--- src/rtl/apq_pkg.sv ---
`default_nettype none
// ----------------------------------------------------------------------------
// apq_pkg: shared types and constants of the array priority queue
// Sizes, request and status codes, beat payloads and the control bundles
// that pass between the controller and the datapath.
// ----------------------------------------------------------------------------
package apq_pkg;

    // Storage sizes.
    localparam int DEPTH     = 16;
    localparam int TAG_BITS  = 16;
    localparam int PRIO_BITS = 8;
    localparam int IDX_BITS  = $clog2(DEPTH);
    localparam int CNT_BITS  = $clog2(DEPTH + 1);

    // Fixed field widths of the beats and of the capacity register.
    localparam int REQ_BITS    = 3;
    localparam int STATUS_BITS = 2;
    localparam int POS_BITS    = 4;
    localparam int CAP_BITS    = 5;
    localparam int CMP_BITS    = (CNT_BITS > CAP_BITS) ? CNT_BITS : CAP_BITS;
    localparam logic [CAP_BITS-1:0] CAP_RESET = CAP_BITS'(16);

    // Request codes.
    localparam logic [REQ_BITS-1:0] REQ_APPEND  = 3'd0;
    localparam logic [REQ_BITS-1:0] REQ_INSERT  = 3'd1;
    localparam logic [REQ_BITS-1:0] REQ_EXTRACT = 3'd2;
    localparam logic [REQ_BITS-1:0] REQ_FIND    = 3'd3;
    localparam logic [REQ_BITS-1:0] REQ_COUNT   = 3'd4;

    // Status codes.
    localparam logic [STATUS_BITS-1:0] ST_OK        = 2'd0;
    localparam logic [STATUS_BITS-1:0] ST_FULL      = 2'd1;
    localparam logic [STATUS_BITS-1:0] ST_EMPTY     = 2'd2;
    localparam logic [STATUS_BITS-1:0] ST_NOT_FOUND = 2'd3;

    // Configuration register byte addresses.
    localparam logic [1:0] ADDR_CAPACITY = 2'd0;

    // Input beat.
    typedef struct packed {
        logic [REQ_BITS-1:0]  req_type;
        logic [TAG_BITS-1:0]  item_tag;
        logic [PRIO_BITS-1:0] priority_req;
    } apq_req_t;

    // Result beat.
    typedef struct packed {
        logic [STATUS_BITS-1:0] status;
        logic [TAG_BITS-1:0]    out_tag;
        logic [PRIO_BITS-1:0]   out_priority;
        logic [POS_BITS-1:0]    position;
        logic [POS_BITS-1:0]    ahead_count;
    } apq_rsp_t;

    // Commands from the controller to the datapath.
    typedef struct packed {
        logic load_req;
        logic set_full;
        logic set_empty;
        logic do_tail;
        logic do_scan;
        logic commit;
        logic out_load;
    } apq_cmd_t;

    // Status from the datapath to the controller.
    typedef struct packed {
        logic [REQ_BITS-1:0] req;
        logic                full;
        logic                empty;
        logic                tail_ge;
        logic                hit;
        logic                last;
        logic                out_free;
    } apq_stat_t;

endpackage
`default_nettype wire

--- src/rtl/apq_ctrl.sv ---
`default_nettype none
// ----------------------------------------------------------------------------
// apq_ctrl: request sequencer of the array priority queue
// Steps each request through decode, tail check, linear scan, list update
// and result hand-off, driving the datapath by commands.
// ----------------------------------------------------------------------------
module apq_ctrl (
    input  wire logic               aclk,
    input  wire logic               aresetn,
    input  wire logic               s_valid,
    output logic                    s_ready,
    input  wire apq_pkg::apq_stat_t stat,
    output apq_pkg::apq_cmd_t       cmd
);
    import apq_pkg::*;

    localparam logic [2:0] S_IDLE   = 3'd0;
    localparam logic [2:0] S_START  = 3'd1;
    localparam logic [2:0] S_TAIL   = 3'd2;
    localparam logic [2:0] S_SCAN   = 3'd3;
    localparam logic [2:0] S_COMMIT = 3'd4;
    localparam logic [2:0] S_OUT    = 3'd5;

    logic [2:0] state_reg;
    logic [2:0] state_next;
    logic       is_insert;
    logic       is_lookup;

    assign is_insert = (stat.req == REQ_APPEND) || (stat.req == REQ_INSERT);
    assign is_lookup = (stat.req == REQ_FIND) || (stat.req == REQ_COUNT);
    assign s_ready   = (state_reg == S_IDLE);

    // Next state and commands.
    always_comb begin
        state_next = state_reg;
        cmd        = '0;
        unique case (state_reg)
            S_IDLE: begin
                if (s_valid) begin
                    cmd.load_req = 1'b1;
                    state_next   = S_START;
                end
            end
            S_START: begin
                if (is_insert) begin
                    if (stat.full) begin
                        cmd.set_full = 1'b1;
                        state_next   = S_OUT;
                    end else if (stat.req == REQ_APPEND || stat.empty) begin
                        state_next = S_COMMIT;
                    end else begin
                        state_next = S_TAIL;
                    end
                end else if (stat.req == REQ_EXTRACT) begin
                    if (stat.empty) begin
                        cmd.set_empty = 1'b1;
                        state_next    = S_OUT;
                    end else begin
                        state_next = S_SCAN;
                    end
                end else if (is_lookup) begin
                    state_next = stat.empty ? S_OUT : S_SCAN;
                end else begin
                    state_next = S_OUT;
                end
            end
            S_TAIL: begin
                cmd.do_tail = 1'b1;
                state_next  = stat.tail_ge ? S_COMMIT : S_SCAN;
            end
            S_SCAN: begin
                cmd.do_scan = 1'b1;
                if (stat.hit || stat.last) begin
                    state_next = is_lookup ? S_OUT : S_COMMIT;
                end
            end
            S_COMMIT: begin
                cmd.commit = 1'b1;
                state_next = S_OUT;
            end
            S_OUT: begin
                if (stat.out_free) begin
                    cmd.out_load = 1'b1;
                    state_next   = S_IDLE;
                end
            end
            default: begin
                state_next = S_IDLE;
            end
        endcase
    end

    // State register.
    always_ff @(posedge aclk) begin
        if (!aresetn) begin
            state_reg <= S_IDLE;
        end else begin
            state_reg <= state_next;
        end
    end

    // A request is only taken in the idle state and always moves to decode.
    a_accept_to_start: assert property (@(posedge aclk) disable iff (!aresetn)
        (s_valid && s_ready) |=> (state_reg == S_START))
        else $error("accepted beat did not start decoding");

    // The list is only changed for requests that modify it.
    a_commit_kind: assert property (@(posedge aclk) disable iff (!aresetn)
        cmd.commit |-> (is_insert || stat.req == REQ_EXTRACT))
        else $error("list update for a lookup request");

    // A lookup never reaches the update step.
    a_lookup_no_commit: assert property (@(posedge aclk) disable iff (!aresetn)
        (state_reg == S_SCAN && is_lookup) |=> (state_reg != S_COMMIT))
        else $error("lookup scan went to list update");

endmodule
`default_nettype wire

--- src/rtl/apq_datapath.sv ---
`default_nettype none
// ----------------------------------------------------------------------------
// apq_datapath: entry storage, scan unit and result register
// Holds the entry rows and fill level, scans one row per cycle through a
// single read port, shifts rows in one step on update, and keeps the
// result beat in an output register.
// ----------------------------------------------------------------------------
module apq_datapath (
    input  wire logic                             aclk,
    input  wire logic                             aresetn,
    input  wire apq_pkg::apq_cmd_t                cmd,
    output apq_pkg::apq_stat_t                    stat,
    input  wire apq_pkg::apq_req_t                s_data,
    input  wire logic [apq_pkg::CAP_BITS-1:0]     capacity,
    output logic                                  m_valid,
    input  wire logic                             m_ready,
    output apq_pkg::apq_rsp_t                     m_data
);
    import apq_pkg::*;

    // Entry rows.
    logic [PRIO_BITS-1:0] prio_mem [DEPTH];
    logic [TAG_BITS-1:0]  tag_mem  [DEPTH];
    logic [PRIO_BITS-1:0] prio_prev [DEPTH];
    logic [TAG_BITS-1:0]  tag_prev  [DEPTH];
    logic [PRIO_BITS-1:0] prio_succ [DEPTH];
    logic [TAG_BITS-1:0]  tag_succ  [DEPTH];

    logic [CNT_BITS-1:0]    fill_reg;
    logic [REQ_BITS-1:0]    req_reg;
    logic [TAG_BITS-1:0]    new_tag_reg;
    logic [PRIO_BITS-1:0]   key_reg;
    logic [CNT_BITS-1:0]    idx_reg;
    logic [CNT_BITS-1:0]    pos_reg;
    logic [IDX_BITS-1:0]    best_idx_reg;
    logic [PRIO_BITS-1:0]   best_prio_reg;
    logic [TAG_BITS-1:0]    best_tag_reg;
    logic [CNT_BITS-1:0]    cnt_reg;
    logic [STATUS_BITS-1:0] status_reg;
    logic                   m_valid_reg;
    apq_rsp_t               rsp_reg;
    apq_rsp_t               rsp_next;

    logic [IDX_BITS-1:0]  rd_addr;
    logic [PRIO_BITS-1:0] rd_prio;
    logic [TAG_BITS-1:0]  rd_tag;
    logic [CNT_BITS-1:0]  fill_m1;
    logic                 is_insert;
    logic                 find_hit;
    logic                 ins_hit;
    logic                 ok;

    // Neighbor rows for the one-step shifts.
    for (genvar g = 0; g < DEPTH; g++) begin : g_nbr
        if (g == 0) begin : g_first
            assign prio_prev[g] = '0;
            assign tag_prev[g]  = '0;
        end else begin : g_mid
            assign prio_prev[g] = prio_mem[g-1];
            assign tag_prev[g]  = tag_mem[g-1];
        end
        if (g == DEPTH - 1) begin : g_last
            assign prio_succ[g] = '0;
            assign tag_succ[g]  = '0;
        end else begin : g_body
            assign prio_succ[g] = prio_mem[g+1];
            assign tag_succ[g]  = tag_mem[g+1];
        end
    end

    // Single read port: tail row during the tail check, else the scan row.
    assign fill_m1 = fill_reg - CNT_BITS'(1);
    assign rd_addr = cmd.do_tail ? fill_m1[IDX_BITS-1:0] : idx_reg[IDX_BITS-1:0];
    assign rd_prio = prio_mem[rd_addr];
    assign rd_tag  = tag_mem[rd_addr];

    assign is_insert = (req_reg == REQ_APPEND) || (req_reg == REQ_INSERT);
    assign find_hit  = (req_reg == REQ_FIND) && (rd_prio == key_reg);
    assign ins_hit   = (req_reg == REQ_INSERT) && (rd_prio >= key_reg);
    assign ok        = (status_reg == ST_OK);

    // Status toward the controller. A key at or below the head priority
    // belongs at the head, so the tail shortcut only applies above it and
    // the scan then stops on the head row.
    always_comb begin
        stat.req      = req_reg;
        stat.full     = (CMP_BITS'(fill_reg) >= CMP_BITS'(capacity))
                        || (fill_reg == CNT_BITS'(DEPTH));
        stat.empty    = (fill_reg == '0);
        stat.tail_ge  = (key_reg >= rd_prio) && (key_reg > prio_mem[0]);
        stat.hit      = find_hit || ins_hit;
        stat.last     = ((idx_reg + CNT_BITS'(1)) == fill_reg);
        stat.out_free = !m_valid_reg || m_ready;
    end

    // Request latch and scan registers.
    always_ff @(posedge aclk) begin
        if (cmd.load_req) begin
            req_reg       <= s_data.req_type;
            new_tag_reg   <= s_data.item_tag;
            key_reg       <= s_data.priority_req;
            idx_reg       <= '0;
            pos_reg       <= fill_reg;
            best_idx_reg  <= '0;
            best_prio_reg <= '0;
            best_tag_reg  <= '0;
            cnt_reg       <= '0;
            status_reg    <= (s_data.req_type == REQ_FIND) ? ST_NOT_FOUND : ST_OK;
        end else begin
            if (cmd.set_full) begin
                status_reg <= ST_FULL;
            end
            if (cmd.set_empty) begin
                status_reg <= ST_EMPTY;
            end
            if (cmd.do_tail && !stat.tail_ge) begin
                pos_reg <= fill_m1;
            end
            if (cmd.do_scan) begin
                idx_reg <= idx_reg + CNT_BITS'(1);
                if (find_hit) begin
                    status_reg <= ST_OK;
                    pos_reg    <= idx_reg;
                end
                if (ins_hit) begin
                    pos_reg <= idx_reg;
                end
                if (req_reg == REQ_EXTRACT && (idx_reg == '0 || rd_prio > best_prio_reg)) begin
                    best_idx_reg  <= idx_reg[IDX_BITS-1:0];
                    best_prio_reg <= rd_prio;
                    best_tag_reg  <= rd_tag;
                end
                if (req_reg == REQ_COUNT && rd_prio >= key_reg) begin
                    cnt_reg <= cnt_reg + CNT_BITS'(1);
                end
            end
        end
    end

    // Row update: open a gap for an insert, close it after an extract.
    always_ff @(posedge aclk) begin
        if (cmd.commit) begin
            for (int i = 0; i < DEPTH; i++) begin
                if (is_insert) begin
                    if (CNT_BITS'(i) == pos_reg) begin
                        prio_mem[i] <= key_reg;
                        tag_mem[i]  <= new_tag_reg;
                    end else if (CNT_BITS'(i) > pos_reg && CNT_BITS'(i) <= fill_reg) begin
                        prio_mem[i] <= prio_prev[i];
                        tag_mem[i]  <= tag_prev[i];
                    end
                end else if (CNT_BITS'(i) >= CNT_BITS'(best_idx_reg)
                             && (CNT_BITS'(i) + CNT_BITS'(1)) < fill_reg) begin
                    prio_mem[i] <= prio_succ[i];
                    tag_mem[i]  <= tag_succ[i];
                end
            end
        end
    end

    // Fill level.
    always_ff @(posedge aclk) begin
        if (!aresetn) begin
            fill_reg <= '0;
        end else if (cmd.commit) begin
            fill_reg <= is_insert ? fill_reg + CNT_BITS'(1) : fill_m1;
        end
    end

    // Result beat.
    always_comb begin
        rsp_next              = '0;
        rsp_next.status       = status_reg;
        if (req_reg == REQ_EXTRACT && ok) begin
            rsp_next.out_tag      = best_tag_reg;
            rsp_next.out_priority = best_prio_reg;
        end
        if (req_reg == REQ_FIND && ok) begin
            rsp_next.position = POS_BITS'(pos_reg);
        end
        if (req_reg == REQ_COUNT && cnt_reg != '0) begin
            rsp_next.ahead_count = POS_BITS'(cnt_reg - CNT_BITS'(1));
        end
    end

    // Output register.
    always_ff @(posedge aclk) begin
        if (!aresetn) begin
            m_valid_reg <= 1'b0;
        end else if (cmd.out_load) begin
            m_valid_reg <= 1'b1;
        end else if (m_ready) begin
            m_valid_reg <= 1'b0;
        end
    end

    always_ff @(posedge aclk) begin
        if (cmd.out_load) begin
            rsp_reg <= rsp_next;
        end
    end

    assign m_valid = m_valid_reg;
    assign m_data  = rsp_reg;

    // The fill level never passes the row count.
    a_fill_bound: assert property (@(posedge aclk) disable iff (!aresetn)
        fill_reg <= CNT_BITS'(DEPTH))
        else $error("fill level above depth");

    // An extract removes exactly one entry.
    a_extract_dec: assert property (@(posedge aclk) disable iff (!aresetn)
        (cmd.commit && req_reg == REQ_EXTRACT) |=> (fill_reg == $past(fill_m1)))
        else $error("extract did not lower the fill level by one");

    // A found position lies inside the list.
    a_find_pos: assert property (@(posedge aclk) disable iff (!aresetn)
        (cmd.out_load && req_reg == REQ_FIND && ok) |-> (pos_reg < fill_reg))
        else $error("find position outside the list");

    // A new result is only loaded when the output register is free.
    a_out_free: assert property (@(posedge aclk) disable iff (!aresetn)
        cmd.out_load |-> (!m_valid_reg || m_ready))
        else $error("result overwritten before it was taken");

endmodule
`default_nettype wire

--- src/rtl/array_priority_queue_core.sv ---
`default_nettype none
// ----------------------------------------------------------------------------
// array_priority_queue_core: bounded priority list with linear scan
// Append, ordered insert, extract-max, find and count requests on a list
// of up to DEPTH entries, with a capacity register on an APB-style port.
// ----------------------------------------------------------------------------
//  Channel   Direction  Handshake               Beat
//  s_        in         s_valid / s_ready       apq_req_t (request)
//  m_        out        m_valid / m_ready       apq_rsp_t (result)
//  APB       in         psel/penable, pready=1  capacity at byte address 0
//
//  A refused request, a lookup on an empty list or an unknown kind goes from
//  decode straight to the result hand-off; an append, or an insert that goes
//  to an empty list or past the tail, passes the list update first. The rest
//  scan, reading one entry per cycle through the single read port.
//  Reset empties the list and sets capacity to 16; entries are not cleared.
//  A new request is taken once the previous one has left the sequencer,
//  even while its result beat still waits for m_ready.
// ----------------------------------------------------------------------------
module array_priority_queue_core (
    input  wire logic              aclk,
    input  wire logic              aresetn,
    input  wire logic              s_valid,
    output logic                   s_ready,
    input  wire apq_pkg::apq_req_t s_data,
    output logic                   m_valid,
    input  wire logic              m_ready,
    output apq_pkg::apq_rsp_t      m_data,
    input  wire logic              psel,
    input  wire logic              penable,
    input  wire logic              pwrite,
    input  wire logic [1:0]        paddr,
    input  wire logic [31:0]       pwdata,
    output logic [31:0]            prdata,
    output logic                   pready
);
    import apq_pkg::*;

    logic [CAP_BITS-1:0] capacity_reg;
    apq_cmd_t            cmd;
    apq_stat_t           stat;

    // Configuration port.
    assign pready = 1'b1;
    assign prdata = (paddr == ADDR_CAPACITY) ? 32'(capacity_reg) : '0;

    always_ff @(posedge aclk) begin
        if (!aresetn) begin
            capacity_reg <= CAP_RESET;
        end else if (psel && penable && pwrite && pready && paddr == ADDR_CAPACITY) begin
            capacity_reg <= pwdata[CAP_BITS-1:0];
        end
    end

    // Sequencer.
    apq_ctrl u_ctrl (
        .aclk    (aclk),
        .aresetn (aresetn),
        .s_valid (s_valid),
        .s_ready (s_ready),
        .stat    (stat),
        .cmd     (cmd)
    );

    // Storage, scan and result.
    apq_datapath u_datapath (
        .aclk     (aclk),
        .aresetn  (aresetn),
        .cmd      (cmd),
        .stat     (stat),
        .s_data   (s_data),
        .capacity (capacity_reg),
        .m_valid  (m_valid),
        .m_ready  (m_ready),
        .m_data   (m_data)
    );

endmodule
`default_nettype wire

--- config.mk ---
export PLATFORM = sky130hd
export DESIGN_NAME = array_priority_queue_core
export DESIGN_NICKNAME = d
export VERILOG_FILES = /design/src/rtl/apq_pkg.sv /design/src/rtl/apq_ctrl.sv /design/src/rtl/apq_datapath.sv /design/src/rtl/array_priority_queue_core.sv
export SDC_FILE = /design/constraint.sdc
export NUM_CORES = 1
export LEC_CHECK = 0
export BUFFER_PORTS_ARGS = -buffer_cell sky130_fd_sc_hd__buf_2
export CELL_PAD_IN_SITES_DETAIL_PLACEMENT = 1
export CELL_PAD_IN_SITES_GLOBAL_PLACEMENT = 1
export CORE_MARGIN = 2
export CORE_UTILIZATION = 25
export CTS_CLUSTER_SIZE = 24
export DETAILED_ROUTE_END_ITERATION = 6
export PLACE_DENSITY = 0.45
export SLEW_MARGIN = 40
export SYNTH_ARGS = -nofsm -noshare
export SYNTH_HDL_FRONTEND = slang
export SYNTH_SLANG_ARGS = --single-unit
export TNS_END_PERCENT = 50
--- constraint.sdc ---
create_clock -name aclk -period 5.1 [get_ports aclk]
set_input_delay 1.02 -clock aclk [delete_from_list [all_inputs] [get_ports aclk]]
set_output_delay 1.02 -clock aclk [all_outputs]
set_load 0.05 [all_outputs]
# ---- Word level (Yosys, flattened, before mapping)
# Memories as Yosys holds them, arrays and structs flattened. A register that Yosys moved wholly into a read port is not among the register bits.
# Index checks and enable logic that the tools add are counted.
dict set report word_totals {
  regBits 104
  ramBits 384
  inputBits 68
  output_inout_bits 69
  word_cells 566
  memories 2
}
# memory depth width read_ports rd_ports_with_merged_regs write_ports line
set memory_table {}
lappend memory_table {u_datapath.tag_mem 16 16 17 1 16 apq_datapath.sv:23} ;# logic [TAG_BITS-1:0] tag_mem [DEPTH];
lappend memory_table {u_datapath.prio_mem 16 8 17 0 16 apq_datapath.sv:22} ;# logic [PRIO_BITS-1:0] prio_mem [DEPTH];
dict set report classes {
  addsub 5
  order_cmp 68
  eq_ne 31
  n_mux 313
  n_bitwise 64
  reduce_logical 65
}
# cell n
set op_table {}
lappend op_table {{2-to-1 mux 16 bit} 32}
lappend op_table {{2-to-1 mux 8 bit} 32}
lappend op_table {{2-to-1 mux 1 bit} 223}
lappend op_table {{bitwise OR 1 bit} 64}
lappend op_table {{logical AND 1 bit} 43}
lappend op_table {{== test 4 x 5 -> 1 bit (first input constant)} 8}
lappend op_table {{greater-than comparator 4 x 5 -> 1 bit (first input constant)} 8}
lappend op_table {{less-or-equal comparator 4 x 5 -> 1 bit (first input constant)} 8}
lappend op_table {{< comparator 4 x 5 -> 1 bit (first input constant)} 8}
lappend op_table {{2-to-1 mux 5 bit} 7}
lappend op_table {{2-to-1 mux 3 bit} 10}
lappend op_table {{greater-or-equal comparator 4 bit (first input constant)} 7}
lappend op_table {{== test 3 x 5 -> 1 bit (first input constant)} 4}
lappend op_table {{greater-than comparator 3 x 5 -> 1 bit (first input constant)} 4}
lappend op_table {{less-or-equal comparator 3 x 5 -> 1 bit (first input constant)} 4}
lappend op_table {{< comparator 3 x 5 -> 1 bit (first input constant)} 4}
lappend op_table {{one-hot mux 3 bit (6 select lines)} 1}
lappend op_table {{greater-or-equal comparator 3 x 4 -> 1 bit (first input constant)} 4}
lappend op_table {{greater-or-equal comparator 8 bit} 2}
lappend op_table {{greater-than comparator 8 bit} 2}
lappend op_table {{adder 5 x 1 -> 5 bit (second input constant)} 3}
lappend op_table {{== test 3 x 2 -> 1 bit (second input constant)} 5}
lappend op_table {{logical NOT 5 bit} 3}
lappend op_table {{2-to-1 mux 2 bit} 7}
lappend op_table {{30 further kinds} 53}

# ---- Depth between registers and ports, before layout
# Gate-level depths: netlist of run 1.
# An unclocked memory read counts as a cell.
dict set report logic_depth {
  word_depth 13
  depth_mapped 20
  ltp_nobuf 16
}

# ---- Hierarchy
# A second synthesis of run 1 with hierarchy kept.
dict set report hier_totals {
  cells_unflattened 3256
  hier_area_um2 30948.4
}
# mod instances cells_per_inst area_each_um2 seq_area_each_um2
set modules_own_cells {}
lappend modules_own_cells {apq_datapath 1 3150 30111.4 14383.8}
lappend modules_own_cells {array_priority_queue_core 1 58 483.0 100.1}
lappend modules_own_cells {apq_ctrl 1 48 354.1 60.1}

# ---- Worst setup path after synthesis of run 1
# No wires, ideal clock.
dict set report synth_timing {
  path_type {register to register}
  start {reg u_ctrl.state_reg[2]}
  end {mem u_datapath.prio_mem[14][0], enable pin}
  setup_time_ns 0.490
  arrival_ns 4.049
  required_ns 4.610
  path_slack_ns 0.561
  path_stages_with_launch 5
  period_less_slack_ns 4.539
  path_cell_list {dfxtp_1 > or3b_1 > nor3_2 > nand2b_1 > o311ai_0}
}
# item line
set synth_rtl {}
lappend synth_rtl {{start, declared} apq_ctrl.sv:24} ;# logic [2:0] state_reg;
lappend synth_rtl {{start signal, assigned} apq_ctrl.sv:98} ;# state_reg <= state_next;
lappend synth_rtl {{end, declared} apq_datapath.sv:22}

# ---- Worst setup path after layout of run 1
dict set report layout_timing {
  start {reg u_ctrl.state_reg[0]}
  end {reg u_datapath.pos_reg[0]}
}
dict set report layout_between {
  elab_chain_len 13
}
# item line
set layout_lines {}
lappend layout_lines {{== test 3 x 2 -> 1 bit *} apq_ctrl.sv:37} ;# unique case (state_reg)
lappend layout_lines {{2-to-1 mux 1 bit *} apq_ctrl.sv:37}
lappend layout_lines {{2-to-1 mux 4 bit *} apq_datapath.sv:73} ;# assign rd_addr = cmd.do_tail ? fill_m1[IDX_BITS-1:0] : idx_reg[IDX_BITS-1:0];
lappend layout_lines {{memory (16 x 8 bit) *} n/a}
lappend layout_lines {{net u_datapath.rd_prio[3]} apq_datapath.sv:45} ;# logic [PRIO_BITS-1:0] rd_prio;
lappend layout_lines {{greater-or-equal comparator 8 bit} apq_datapath.sv:90} ;# stat.tail_ge = (key_reg >= rd_prio) && (key_reg > prio_mem[0]);
lappend layout_lines {{logical AND 1 bit} apq_datapath.sv:90}
lappend layout_lines {{logical NOT 1 bit} apq_datapath.sv:116} ;# if (cmd.do_tail && !stat.tail_ge) begin
lappend layout_lines {{logical AND 1 bit} apq_datapath.sv:116}
lappend layout_lines {{2-to-1 mux 5 bit} apq_datapath.sv:116}
lappend layout_lines {{2-to-1 mux 5 bit} apq_datapath.sv:121} ;# if (find_hit) begin
lappend layout_lines {{2-to-1 mux 5 bit} apq_datapath.sv:125} ;# if (ins_hit) begin
lappend layout_lines {{2-to-1 mux 5 bit *} apq_datapath.sv:119} ;# if (cmd.do_scan) begin
lappend layout_lines {{2-to-1 mux 5 bit *} apq_datapath.sv:98} ;# if (cmd.load_req) begin
lappend layout_lines {{end signal, assigned} apq_datapath.sv:103} ;# pos_reg <= fill_reg;
lappend layout_lines {{end signal, assigned} apq_datapath.sv:123} ;# pos_reg <= idx_reg;
lappend layout_lines {{end signal, assigned} apq_datapath.sv:126} ;# pos_reg <= idx_reg;
lappend layout_lines {{end, declared} apq_datapath.sv:34} ;# logic [CNT_BITS-1:0] pos_reg;
# The timed path passes the listed nets; every way through them passes the cells marked *.
# A chain may end at the register's enable or synchronous reset.

==> results by stage, run 1 <==
Status:
- The flow ran to the end, and the final reports show no timing, DRC or antenna violations.

Die:
- The die width is 345 um.
- The area enclosed by the die boundary is 119000 sq um.
- The number of placed I/O pins is 137.
- The row count is 125.
- For this configuration, the core starts out at a cell density of 25.1%.
- The floorplan step set the die height to 345 um.
- The total area inside the core boundary comes to 116000 sq um.

Global routing:
- The first global-routing pass estimated 171 mm of wire.
- Global routing used 19.0% of the available tracks across all layers.
- Entering global routing, the biggest net connects 58 pins.
- The number of antenna violations at the first check in global routing is 0.
- The via count of the first global-routing pass is 25532.
- For this run the aggregate overflow at the end of global routing stands at 0.

Timing:
- Subtracting the final worst setup slack from the clock period gives 4.78 ns.
- For the pin with the worst max-slew slack, the measured transition is 0.870 ns.
- The final setup violation count is 0.
- The count of final hold-check violations was 0.
- The share of the clock period used by the worst path after layout is 93.8%.
- The achievable frequency is 209 MHz.
- The clock arrives with 0.0261 ns of skew.
- In the final timing run, aggregate negative setup slack is 0 ns.
- The final number of max-transition violations came to 0.
- Setup repair after global routing left no endpoint under its margin.
- Headroom to the max-slew limit came out at 41.9%.

Yosys:
- The synthesis-stage register bit count is 504.
- Synthesis instantiated 70 different standard cells from the library.
- The Yosys step of the flow raised 0 warnings.
- The most used flip-flop cell after synthesis is edfxtp_1.
- The top cell type by total area after synthesis is edfxtp_1.
- For this run, asynchronously set or reset flops after synthesis account for 0%.
- The post-synthesis average cell area is 9.64 sq um.
- Counting every instance in the synthesized netlist gives 3023.
- The number of enable flip-flop cells after synthesis is 445.
- Sequential cells were found to cover 49.9% of the synthesized design area.
- By area the synthesized netlist is led by edfxtp_1, mux2i_1, nand2_1, a21oi_1, dfxtp_1.
- Summing every instance area after synthesis gives 29100 sq um.
- Summed over its instances, the top area cell type makes up 45.8% of the synthesized netlist area.

Clocking:
- Clock tree synthesis selected as its root buffer the cell clkbuf_16.
- The count of H-tree levels built during CTS is 3.
- The maximum root-to-sink buffer count is 3.
- The clock reaches the later pin of the worst-skew pair after 0.64 ns.
- The post-cts hold buffer count is 0.
- The tree built by TritonCTS fans out to 504 sinks.
- The clock-pin slew of the registers on the worst-case setup and hold paths is 0.06 ns.
- In this run, CTS created clock tree buffers numbering 67.
- The clock tree from TritonCTS is done.

Detailed routing:
- The total vias in the final route is 23722.
- The residual DRC count is 0.
- The routed wire length per instance is 24.9 um.
- For this run, the detailed router's first-pass iteration total came to 5.
- The initial DRC count is 1257.
- Using the TritonRoute via totals, the vias-per-cell ratio works out to 5.14.
- Wires add up to 115 mm.
- Once detail routing completed, the nets flagged for antenna violations numbered 0.

Critical path:
- The worst setup path is launched from a flop.
- Along the worst path, the maximum fanout reaches 20.
- STA puts the critical path data arrival time at 5.28 ns.
- The worst setup path is of the flop to flop kind.
- Broken down by cell family, the worst path's largest delay share belongs to compound AO/OA/AOI/OAI gates.
- The number of buffer and inverter stages on the critical path is 2.
- At the worst endpoint, the required time is 5.60 ns.
- The signal on the critical path passes through or3b_1 -> a21boi_4 -> buf_4 -> mux2i_1 -> mux2i_1 -> a32o_1 -> a221o_1 -> ha_1 -> nand4_1 -> or2_2 -> a21boi_0 -> a21boi_1 -> buf_4 -> mux2i_1 -> o31ai_1.
- Counting stages on the worst path, the most repeated cell is mux2i_1.
- The highest-delay cell along the critical path is or3b_1.
- The delay of the slowest critical-path stage is 0.56 ns.
- The capturing element type of the critical path is a flop.

Power and ir drop:
- The maximum vdd drop is 0.209 mV.
- The leakage dissipation is 12.1 nW.
- In this run the power density over the cells is 443 nW/um^2.

Finish:
- Excluding fillers, the count of instances in the completed layout stands at 4617.
- The layout has 13106 filler cells.
- The layout-stage area growth over the synthesis result is 15.5%.
- The net count of the finished layout is 3142.
- The summed area of non-filler cells in the final layout is 33700 sq um.
- u_datapath.tag_mem holds more flip-flops than any other register.
- The post-layout utilization of the core is 29.0%.
- The register with the most flip-flops in the layout has 256 of them.
- The post-route netlist has 12.0% of its cells at a drive strength greater than 1.

Place:
- The count of placed standard cells including taps is 4490.
- The detailed-placement wirelength estimate is 76.3 mm.
- The placed instance area is 31500 sq um.
- The port buffer count is 81.
- The final weighted congestion in routability-driven placement is 0.785.

Hold path:
- The tightest min-delay check is of the flop to flop type.

Job:
- The reported max-cap violation count is 0.
==> cell usage after synthesis, drive strengths merged, types with 4 or more instances <==
| library cell | number |
|---|---|
| nor4 | 6 |
| ha | 39 |
| nor3 | 26 |
| o21ai | 202 |
| o211ai | 11 |
| nand2b | 8 |
| or3 | 8 |
| xnor2 | 9 |
| and3 | 55 |
| a21oi | 246 |
| mux2i | 382 |
| a31oi | 65 |
| clkbuf | 188 |
| o31ai | 7 |
| and2 | 38 |
| o21a | 5 |
| nor2b | 18 |
| a32o | 8 |
| buf | 93 |
| nor2 | 218 |
| dfxtp | 59 |
| inv | 40 |
| xor2 | 10 |
| nand2 | 599 |
| a211o | 4 |
| edfxtp | 445 |
| a32oi | 25 |
| nand3 | 91 |
| nand4 | 11 |
| a21boi | 6 |
| a21o | 13 |
| a221o | 6 |
| a211oi | 15 |
| or2 | 5 |
| mux2 | 24 |
==> path summary, 6_finish.rpt <==
kind	start	to	slack [ns]	cells after the start
worst max-delay path	u_ctrl.state_reg[0]	u_datapath.pos_reg[0]	0.32	15
worst min-delay path	capacity_reg[4]	capacity_reg[4]	0.48	2
worst min register to register	capacity_reg[4]	capacity_reg[4]	0.48	2
worst max register to register	u_ctrl.state_reg[0]	u_datapath.pos_reg[0]	0.32	15
==> worst min-delay path, stage by stage, from the launching register on <==
cell	delay, ns
dfxtp_1	0.32
mux2i_1	0.07
nand2_1	0.06
==> layout by cell type, fill, tap and decap left out, drive strengths merged, types with 26 or more instances in the layout <==
cell,n
a21oi,246
a31oi,65
and2,38
and3,55
buf,198
clkbuf,93
conb,28
dfxtp,59
edfxtp,445
ha,39
inv,41
mux2i,382
nand2,599
nand3,91
nor2,218
nor3,26
o21ai,202
==> area by class of cell <==
type                    instances  area [sq um]  share of cell area (%)
clock buffers                  93          1850                    5.49
well taps                    1524          1910                    5.67
multi-input cells            2224         13600                    40.3
clock inverters                31           290                   0.862
diodes                          3          7.51                  0.0223
flip-flops and latches        504         14500                    43.2
repair buffers                198          1340                    3.98
inverters                      40           150                   0.446
==> kinds of logic (layout without fill, tap and decap cells) <==
logic type,Yosys count,after routing,synth area share (%)
AOI/OAI and AO/OA,636,636,12.7
xor gates and xnor gates,19,19,0.571
adders and majority gates,39,39,1.67
buffers and inverters,321,362,4.83
DFF,504,504,49.9
muxes,406,406,14.0
other,2,31,0.0258
and+or+nand+nor,1096,1096,16.3
==> where the power goes <==
| group | switching, W | internal [W] |
|---|---|---|
| Sequential | 0.000540 | 0.00508 |
| Combinational | 0.00301 | 0.00154 |
| Clock | 0.00198 | 0.00275 |
| Total | 0.00554 | 0.00937 |
==> through the flow <==
step           power (W)  setup slack, ns  hold WS [ns]
2_1_floorplan    0.00833            0.561         0.445
3_3_place_gp      0.0102           0.0925         0.469
3_5_place_dp      0.0103            0.244         0.472
4_1_cts           0.0152            0.200         0.491
5_1_grt           0.0157           0.0607         0.519
6_report          0.0149            0.318         0.482
==> routing by layer <==
layer / track usage, % / vias up / wire length [um]
met5: 0 / - / 0
met4: 6.91 / 0 / 3950
li1: - / 10856 / -
met1: 23.5 / 12321 / 50000
met3: 1.94 / 157 / 2840
met2: 34.0 / 388 / 58300
==> what timing repair did <==
action                                  CTS  global route
gates resized for setup                   0             2
hold endpoints to repair                  0             0
endpoints found under the setup margin    0             4
setup buffers                             0             0
(Power assumes the default switching activity.)
==> run 2, diff against run 1 <==
--- a/config.mk
+++ b/config.mk
@@ -12,9 +12,11 @@
 export CORE_UTILIZATION = 25
 export CTS_CLUSTER_SIZE = 24
 export DETAILED_ROUTE_END_ITERATION = 6
+export GPL_ROUTABILITY_DRIVEN = 0
 export PLACE_DENSITY = 0.45
 export SLEW_MARGIN = 40
 export SYNTH_ARGS = -nofsm -noshare
 export SYNTH_HDL_FRONTEND = slang
+export SYNTH_HIERARCHICAL = 1
 export SYNTH_SLANG_ARGS = --single-unit
 export TNS_END_PERCENT = 50
==> run 2 against run 1 <==
Wire length rose by 16%. Synthesized area increased by 6.2%. Worst hold slack got worse by 0.027 ns. Maximum frequency shrank 1.4%. Clock skew barely moved. Total power rose by 0.97%. Die area rose by 6.1%.
==> results by stage, run 2 <==
Status:
- The flow ran to the end, and the final reports show no timing, DRC or antenna violations.

Critical path:
- The delay of the slowest critical-path stage is 0.82 ns.
- In this run the critical register-to-register path is captured at u_datapath/pos_reg[1].
- The cell depth of the worst flop-to-flop path is 13.
- At the worst endpoint, the required time is 5.66 ns.
- The worst register-to-register path begins at u_datapath/idx_reg[1].
- The critical path contains buffers and inverters numbering 0 combined.
- For the worst setup path, the data arrival time is 5.41 ns.
- STA classifies the critical path endpoint as a flop.
- The kind of cell adding the most delay to the critical path is compound AO/OA/AOI/OAI gates.
- The critical path class is flop to flop.
- The worst register-to-register path has a setup slack of 0.25 ns.
- Of all nets on the critical path, the largest fanout is 17.
- The startpoint kind of the worst setup timing path is a flop.
- Traced cell by cell, the critical path runs through nor2b_4 -> a22oi_1 -> a21o_1 -> a32oi_1 -> o32a_1 -> nand2_1 -> ha_1 -> nand4_1 -> nor2_1 -> o32ai_1 -> o31ai_1 -> mux2_2 -> o221ai_1.
- The highest-delay cell along the critical path is nor2b_4.

Yosys:
- The synthesized netlist devotes 0.651% of its cell area to XOR and XNOR gates.
- The number of synthesis warnings is 6.
- The most repeated cell in the gate-level netlist after synthesis is edfxtp_1.
- Summing the sequential cell areas from Yosys gives 47.0% of the chip area.
- By count the netlist is led by edfxtp_1, nand2_1, o21ai_0.
- The number of enable flip-flop cells after synthesis is 445.
- Among all flip-flop cells after synthesis, the most frequent one is edfxtp_1.
- After synthesis, the netlist uses 88 different library cells.
- The post-synthesis average cell area is 9.51 sq um.
- The mux cell area share after synthesis is 12.2%.
- The cell area that synthesis handed to floorplanning was 30900 sq um.
- Summing the areas of all compound-gate instances in the mapped netlist gives 18.1% of the synthesized area.
- Sorting the synthesized cells by area gives the leading types as edfxtp_1, mux2i_1, o21ai_0, nand2_1, dfxtp_1.
- Counting flops and latches in the post-synthesis netlist gives 504.
- The basic-gate share of the synthesized area counting and, or, nand and nor cells is 15.3%.
- The top cell type by total area after synthesis is edfxtp_1.
- The synthesized netlist devotes 1.58% of its cell area to adder and majority cells.
- The cell count after synthesis came out at 3256.
- The main combinational cell family by area after synthesis is compound AO/OA/AOI/OAI gates.
- After synthesis, the share of flip-flops with an asynchronous set or reset is 0%.
- After synthesis, the largest area contributor takes up 43.2% of total cell area.

Clocking:
- Buffers inserted during clock tree synthesis total 68.
- The later-pin clock latency in the skew report is 0.64 ns.
- The clock-pin slew of the registers on the worst-case setup and hold paths is 0.06 ns.
- The number of clock sinks is 504.
- Buffers added to address setup during post-CTS repair amount to 0.
- The maximum root-to-sink buffer count is 3.
- The buffer type at the clock tree root is clkbuf_16.
- Gates resized during post-CTS repair numbered 0.
- The post-cts hold buffer count is 0.
- The count of H-tree levels built during CTS is 3.
- The clock tree from TritonCTS is done.

Global routing:
- The number of antenna violations at the first check in global routing is 7.
- The global routing stage identified its most utilized layer as met2.
- Global routing used 28.9% of the available met1 tracks.
- The via count of the first global-routing pass is 26730.
- The global routing met3 resource utilization is 3.74%.
- The total routing usage reported by global routing is 20.8%.
- The first global-routing pass estimated 195 mm of wire.
- Entering global routing, the biggest net connects 61 pins.
- For this run the aggregate overflow at the end of global routing stands at 0.
- The met2 capacity usage during global routing is 33.4%.

Finish:
- Leaving out fill and tap cells, the most frequent cell in the layout is edfxtp_1.
- The register with the most flip-flops in the layout has 256 of them.
- The post-layout utilization of the core is 28.9%.
- The fraction of layout cells with a size suffix above 1 is 12.5%.
- More flip-flops sit in one register than any other, and that register is u_datapath/tag_mem.
- The layout-stage area growth over the synthesis result is 15.3%.
- The final layout contains 3352 nets.
- After routing the design area is 35700 sq um.
- The top cell types in the final layout, fill and taps aside, are edfxtp_1, nand2_1, o21ai_0.
- The post-route non-filler standard cell count is 4931.
- The number of antenna cells inserted is 0.

Place:
- The worst-case setup slack after placement is 0.225 ns.
- Once placement completed, the tool counted placed cells totaling 4811.
- Once detailed placement completed, the half-perimeter wirelength came to 88.4 mm.
- The port buffer count is 81.
- The placed instances occupy a cell area of 33500 sq um.

Timing:
- The slew at the pin closest to its max-slew limit is 0.963 ns.
- The achievable frequency is 206 MHz.
- Between clock sinks in the finished design, the worst skew comes to 0.0259 ns.
- The share of the clock period used by the worst path after layout is 95.1%.
- The minimum setup slack in the final design is 0.249 ns.
- The final critical delay including setup and external delays is 4.85 ns.
- For the final routed database, the setup TNS stands at 0 ns.
- The final number of max-transition violations was 0.
- Setup violations remaining at the end of the flow were counted as 0.
- Setup repair after global routing left no endpoint under its margin.
- The count of final hold-check violations came to 0.
- Headroom to the max-slew limit came out at 35.4%.

Detailed routing:
- The initial DRC count is 1808.
- The ratio of routed vias to standard cells is 5.26.
- The first detailed-routing pass took 6 iterations.
- The total wirelength of the detailed-routed design is 134 mm.
- The routed wire length per instance is 27.1 um.
- The total vias in the final route is 25944.
- In the routed design, unresolved DRC markers number 0.
- The count of nets left with antenna violations after detail routing is 0.

Hold path:
- The endpoint of the worst hold-timing path is u_datapath/best_tag_reg[9].
- The worst hold path passes through 2 cells.
- The hold path startpoint is u_datapath/best_tag_reg[9].
- The worst min-delay path category is flop to flop.

Die:
- The die width is 356 um.
- The die covers 127000 sq um.
- From bottom edge to top edge, the die measures 356 um.
- 137 I/O pins were placed.
- The effective utilization at floorplan is 25.1%.
- The core footprint is 123000 sq um.
- In this run the core area contains 129 standard-cell rows.

Power and ir drop:
- Power spread over the standard cell area amounts to 422 nW/um^2.
- Summed over all cells, the static leakage comes to 13.3 nW.
- The worst-case IR drop observed on VDD is 0.231 mV.

Job:
- Across the run, the number of max-cap violations was 0.
==> run 2: changes by cell type after synthesis, moves of 30 or more <==
cell	change
a311oi_1	+30
o21ai_1	+30
a211oi_1	+64
and2_0	+31
o21ai_0	+167
nor2b_1	+38
nand2b_1	+33
nand3_1	-54
o22ai_1	+45
a21oi_1	-30
a31oi_1	-61
nor3_1	+50
mux2i_1	-34
nand2_1	-170
==> run 2: layout make-up <==
cell class | instances | area, sq um
Tap cell | 1637 | 2050
Inverter | 59 | 221
Clock inverter | 33 | 293
Fill cell | 14045 | 87600
Timing Repair Buffer | 205 | 1440
Multi-Input combinational cell | 2407 | 15300
Clock buffer | 86 | 1860
Sequential cell | 504 | 14600
==> run 2: worst max path at each step <==
stage                           startpoint               endpoint  slack [ns]  depth (start not counted)
finish               u_datapath/idx_reg[1]  u_datapath/pos_reg[1]        0.25                         13
global route           u_ctrl/state_reg[2]    u_ctrl/state_reg[1]        0.02                         18
CTS                    u_ctrl/state_reg[2]  u_datapath/pos_reg[1]        0.19                         18
detailed placement     u_ctrl/state_reg[2]  u_datapath/pos_reg[1]        0.23                         18
global placement       u_ctrl/state_reg[2]    u_ctrl/state_reg[1]        0.15                         18
floorplan           u_datapath/fill_reg[0]  u_datapath/pos_reg[1]        0.27                         21
==> run 2: power breakdown <==
part / internal [W] / total (W) / switching, W
clock network: 0.00279 / 0.00480 / 0.00201
registers: 0.00504 / 0.00554 / 0.000494
logic: 0.00153 / 0.00471 / 0.00318
total: 0.00936 / 0.0150 / 0.00569
==> run 2: tightest hold or removal path, cell delays in order, from the launching register on <==
cell and delay [ns]:
dfxtp_1 0.30, inv_1 0.05, o32ai_1 0.05
==> run 2: metrics by stage <==
step	total power, W	hold slack, ns
6_report	0.0150	0.455
5_1_grt	0.0158	0.477
4_1_cts	0.0152	0.463
3_5_place_dp	0.0103	0.453
3_3_place_gp	0.0101	0.452
2_1_floorplan	0.00826	0.429
==> run 2: layer usage <==
| metal | wire length (um) | up-vias |
|---|---|---|
| met5 | 34 | - |
| met4 | 2770 | 4 |
| met3 | 7530 | 182 |
| met2 | 60400 | 666 |
| met1 | 63000 | 13243 |
| li1 | - | 11849 |
==> run 2: logic make-up after synthesis <==
family,after synthesis
adder cells (fa/ha/maj),39
buffers and inverters,371
multiplexers,373
other,2
AND/OR/NAND/NOR,1015
XOR/XNOR,23
flip-flops,504
AO/OA/AOI/OAI,929
==> run 3, diff against run 2 <==
--- a/config.mk
+++ b/config.mk
@@ -8,12 +8,12 @@
 export BUFFER_PORTS_ARGS = -buffer_cell sky130_fd_sc_hd__buf_2
 export CELL_PAD_IN_SITES_DETAIL_PLACEMENT = 1
 export CELL_PAD_IN_SITES_GLOBAL_PLACEMENT = 1
-export CORE_MARGIN = 2
-export CORE_UTILIZATION = 25
+export CORE_MARGIN = 4
+export CORE_UTILIZATION = 29
 export CTS_CLUSTER_SIZE = 24
 export DETAILED_ROUTE_END_ITERATION = 6
 export GPL_ROUTABILITY_DRIVEN = 0
-export PLACE_DENSITY = 0.45
+export PLACE_DENSITY = 0.5
 export SLEW_MARGIN = 40
 export SYNTH_ARGS = -nofsm -noshare
 export SYNTH_HDL_FRONTEND = slang
==> run 3 against run 2 <==
Highest routed layer unchanged. Largest power group unchanged. Worst setup slack improved by 0.13 ns. Utilization rose by 4.5 points. Clock power is 6.2% lower. Sequential cell count unchanged. Non-clock buffer count increased by 11. Wire length down 0.27%.
==> results by stage, run 3 (same netlist as run 2, synthesis figures left out) <==
Status:
- The flow ran to the end, and the final reports show no timing, DRC or antenna violations.

Die:
- The core region is 106000 sq um.
- The area enclosed by the die boundary is 112000 sq um.
- The row count is 119.
- The die is 335 um wide.
- The effective utilization at floorplan is 29.3%.
- The vertical die dimension is 335 um.
- The number of placed I/O pins is 137.

Power and ir drop:
- The net switching power of the design is 0.00544 W.
- The clock share of power is 31.0%.
- After layout, the design draws a total of 0.0145 W.
- The share of total power dissipated in combinational logic is 30.7%.
- Cell internal power was estimated by the tool at 0.00908 W.
- In this run switching power makes up 37.5% of total power.
- The relative contribution of sequential cells to total power is 38.3%.
- The maximum vdd drop is 0.225 mV.
- The total power per unit cell area is 412 nW/um^2.
- The leakage dissipation is 13.2 nW.

Critical path:
- The startpoint kind of the worst setup timing path is a flop.
- The critical path class is flop to flop.
- The maximum net fanout on the critical path is 16.
- The critical path required time is 5.66 ns.
- The arrival time of the worst setup path is 5.28 ns.
- The capturing element type of the critical path is a flop.

Job:
- The reported max-cap violation count is 0.

Clocking:
- Buffers inserted to repair hold after CTS numbered 0.
- The number of buffers added by the clock tree synthesis step is 66.
- The post-CTS setup buffer count is 0.
- The count of cells resized by post-cts repair is 0.
- At the later pin of the worst-skew pair, clock insertion delay measures 0.64 ns.
- The number of clock sinks is 504.
- Clock-pin slew was measured on the worst setup and hold paths at 0.06 ns.
- The longest clock path from root to sink contains 3 buffers.
- TritonCTS built the clock tree.
- The buffer type at the clock tree root is clkbuf_16.
- The count of H-tree levels built during CTS is 3.

Detailed routing:
- After the first detailed-routing iteration, the DRC count stood at 1832.
- After detailed routing, the average wire length per cell comes to 28.4 um.
- After detailed routing, the total wire length is 133 mm.
- The detail route stage leaves a number of antenna-violating nets equal to 0.
- The ratio of routed vias to standard cells is 5.70.
- After detailed routing, the number of remaining DRC violations is 0.
- The final route contains 26806 vias.
- The first-pass iteration count of the detailed router is 5.

Finish:
- The layout-stage area growth over the synthesis result is 14.0%.
- The register with the most flip-flops in the layout has 256 of them.
- Counting flops per register, the top entry is u_datapath/tag_mem.
- The library cell used most frequently in the layout, excluding fill and tap cells, is edfxtp_1.
- In the layout the commonest cells are edfxtp_1, nand2_1, o21ai_0.
- The net count reported at finish is 3361.
- The fraction of layout cells with a size suffix above 1 is 12.3%.

Timing:
- The final setup violation count is 0.
- The count of final hold-check violations is 0.
- Setup repair after global routing left no endpoint under its margin.
- The final worst clock skew is 0.0269 ns.
- The final number of max-transition violations was 0.
- On the final layout, the worst hold slack is 0.480 ns.
- The achievable frequency is 212 MHz.
- The slew at the pin closest to its max-slew limit is 0.932 ns.
- After layout, the worst path uses 92.6% of the clock period.
- The aggregate negative setup slack is 0 ns.
- For the finished layout, the period the worst path requires is 4.72 ns.
- The worst pin sits at a relative slew slack of 37.5%.

Global routing:
- The largest net degree at the start of global routing is 98.
- The first global-routing pass estimated 194 mm of wire.
- The via count of the first global-routing pass is 28023.
- The total routing usage reported by global routing is 23.2%.
- The number of antenna violations at the first check in global routing was 3.
- The total congestion overflow is 0.

Place:
- In this run the tool buffered the top-level ports with 81 buffer cells.
- Detailed placement finished with a half-perimeter wire length of 85.4 mm.

Hold path:
- The worst min-delay path category is flop to flop.
-- run 3: changes by cell type in the layout (fill, tap and decap cells not counted), sizes merged --
cell | previous run | this run
buf | 205 | 216
clkinv | 26 | 34
clkbuf | 86 | 82
bufinv | 4 | 1
diode | 0 | 1
inv | 61 | 62
-- run 3: cell type report --
type / instances / area [sq um]
fillers: 11959 / 70300
multi-input cells: 2407 / 15200
flip-flops and latches: 504 / 14600
clock buffers: 82 / 1750
well taps: 1391 / 1740
repair buffers: 216 / 1490
clock inverters: 39 / 290
inverters: 59 / 221
diodes: 1 / 2.50
-- run 3: power by group through the flow --
stage	Clock (W)	Sequential (W)	Combinational [W]
global route	0.00481	0.00559	0.00487
detailed placement	0	0.00564	0.00444
floorplan	0	0.00537	0.00289
global placement	0	0.00568	0.00422
finish	0.00450	0.00556	0.00446
CTS	0.00464	0.00556	0.00446
-- run 3: metal layers --
layer,GRT usage [%],share of wire [%],vias to the layer above
li1,-,-,11877
met3,2.96,4.4,279
met4,10.2,4.5,4
met2,39.8,48,805
met1,29.3,43,13841
met5,0,0.020,-
-- run 3: stage by stage --
stage | utilization [%] | setup WS (ns) | instance area [sq um] | std cells
5_1_grt | 33.4 | 0.0635 | 35300 | 4698
3_3_place_gp | 31.4 | 0.276 | 33100 | 4571
3_5_place_dp | 31.5 | 0.0531 | 33200 | 4577
4_1_cts | 33.4 | 0.0305 | 35200 | 4698
6_report | 33.4 | 0.378 | 35300 | 4699
2_1_floorplan | - | 0.265 | 31000 | 3282
-- run 3: worst paths after layout --
check | startpoint | end | slack [ns] | cells after the start
max reg2reg | u_datapath/fill_reg[0] | u_datapath/best_prio_reg[3] | 0.38 | 17
min | u_datapath/best_tag_reg[4] | u_datapath/best_tag_reg[4] | 0.48 | 2
max | u_datapath/fill_reg[0] | u_datapath/best_prio_reg[3] | 0.38 | 17
min reg2reg | u_datapath/best_tag_reg[4] | u_datapath/best_tag_reg[4] | 0.48 | 2
-- run 3: worst max-delay path: stages, from the launching register on --
cell and delay, ns:
dfxtp_4 0.38, inv_1 0.09, ha_1 0.30, buf_4 0.18, nand2_2 0.45, buf_4 0.38
a21oi_1 0.07, a211oi_1 0.19, o32a_1 0.28, a2bb2oi_2 0.34, ha_1 0.33, a21o_1 0.19
a21o_1 0.18, a211o_1 0.31, o21ai_1 0.12, buf_4 0.22, and2_0 0.41, a22o_1 0.21
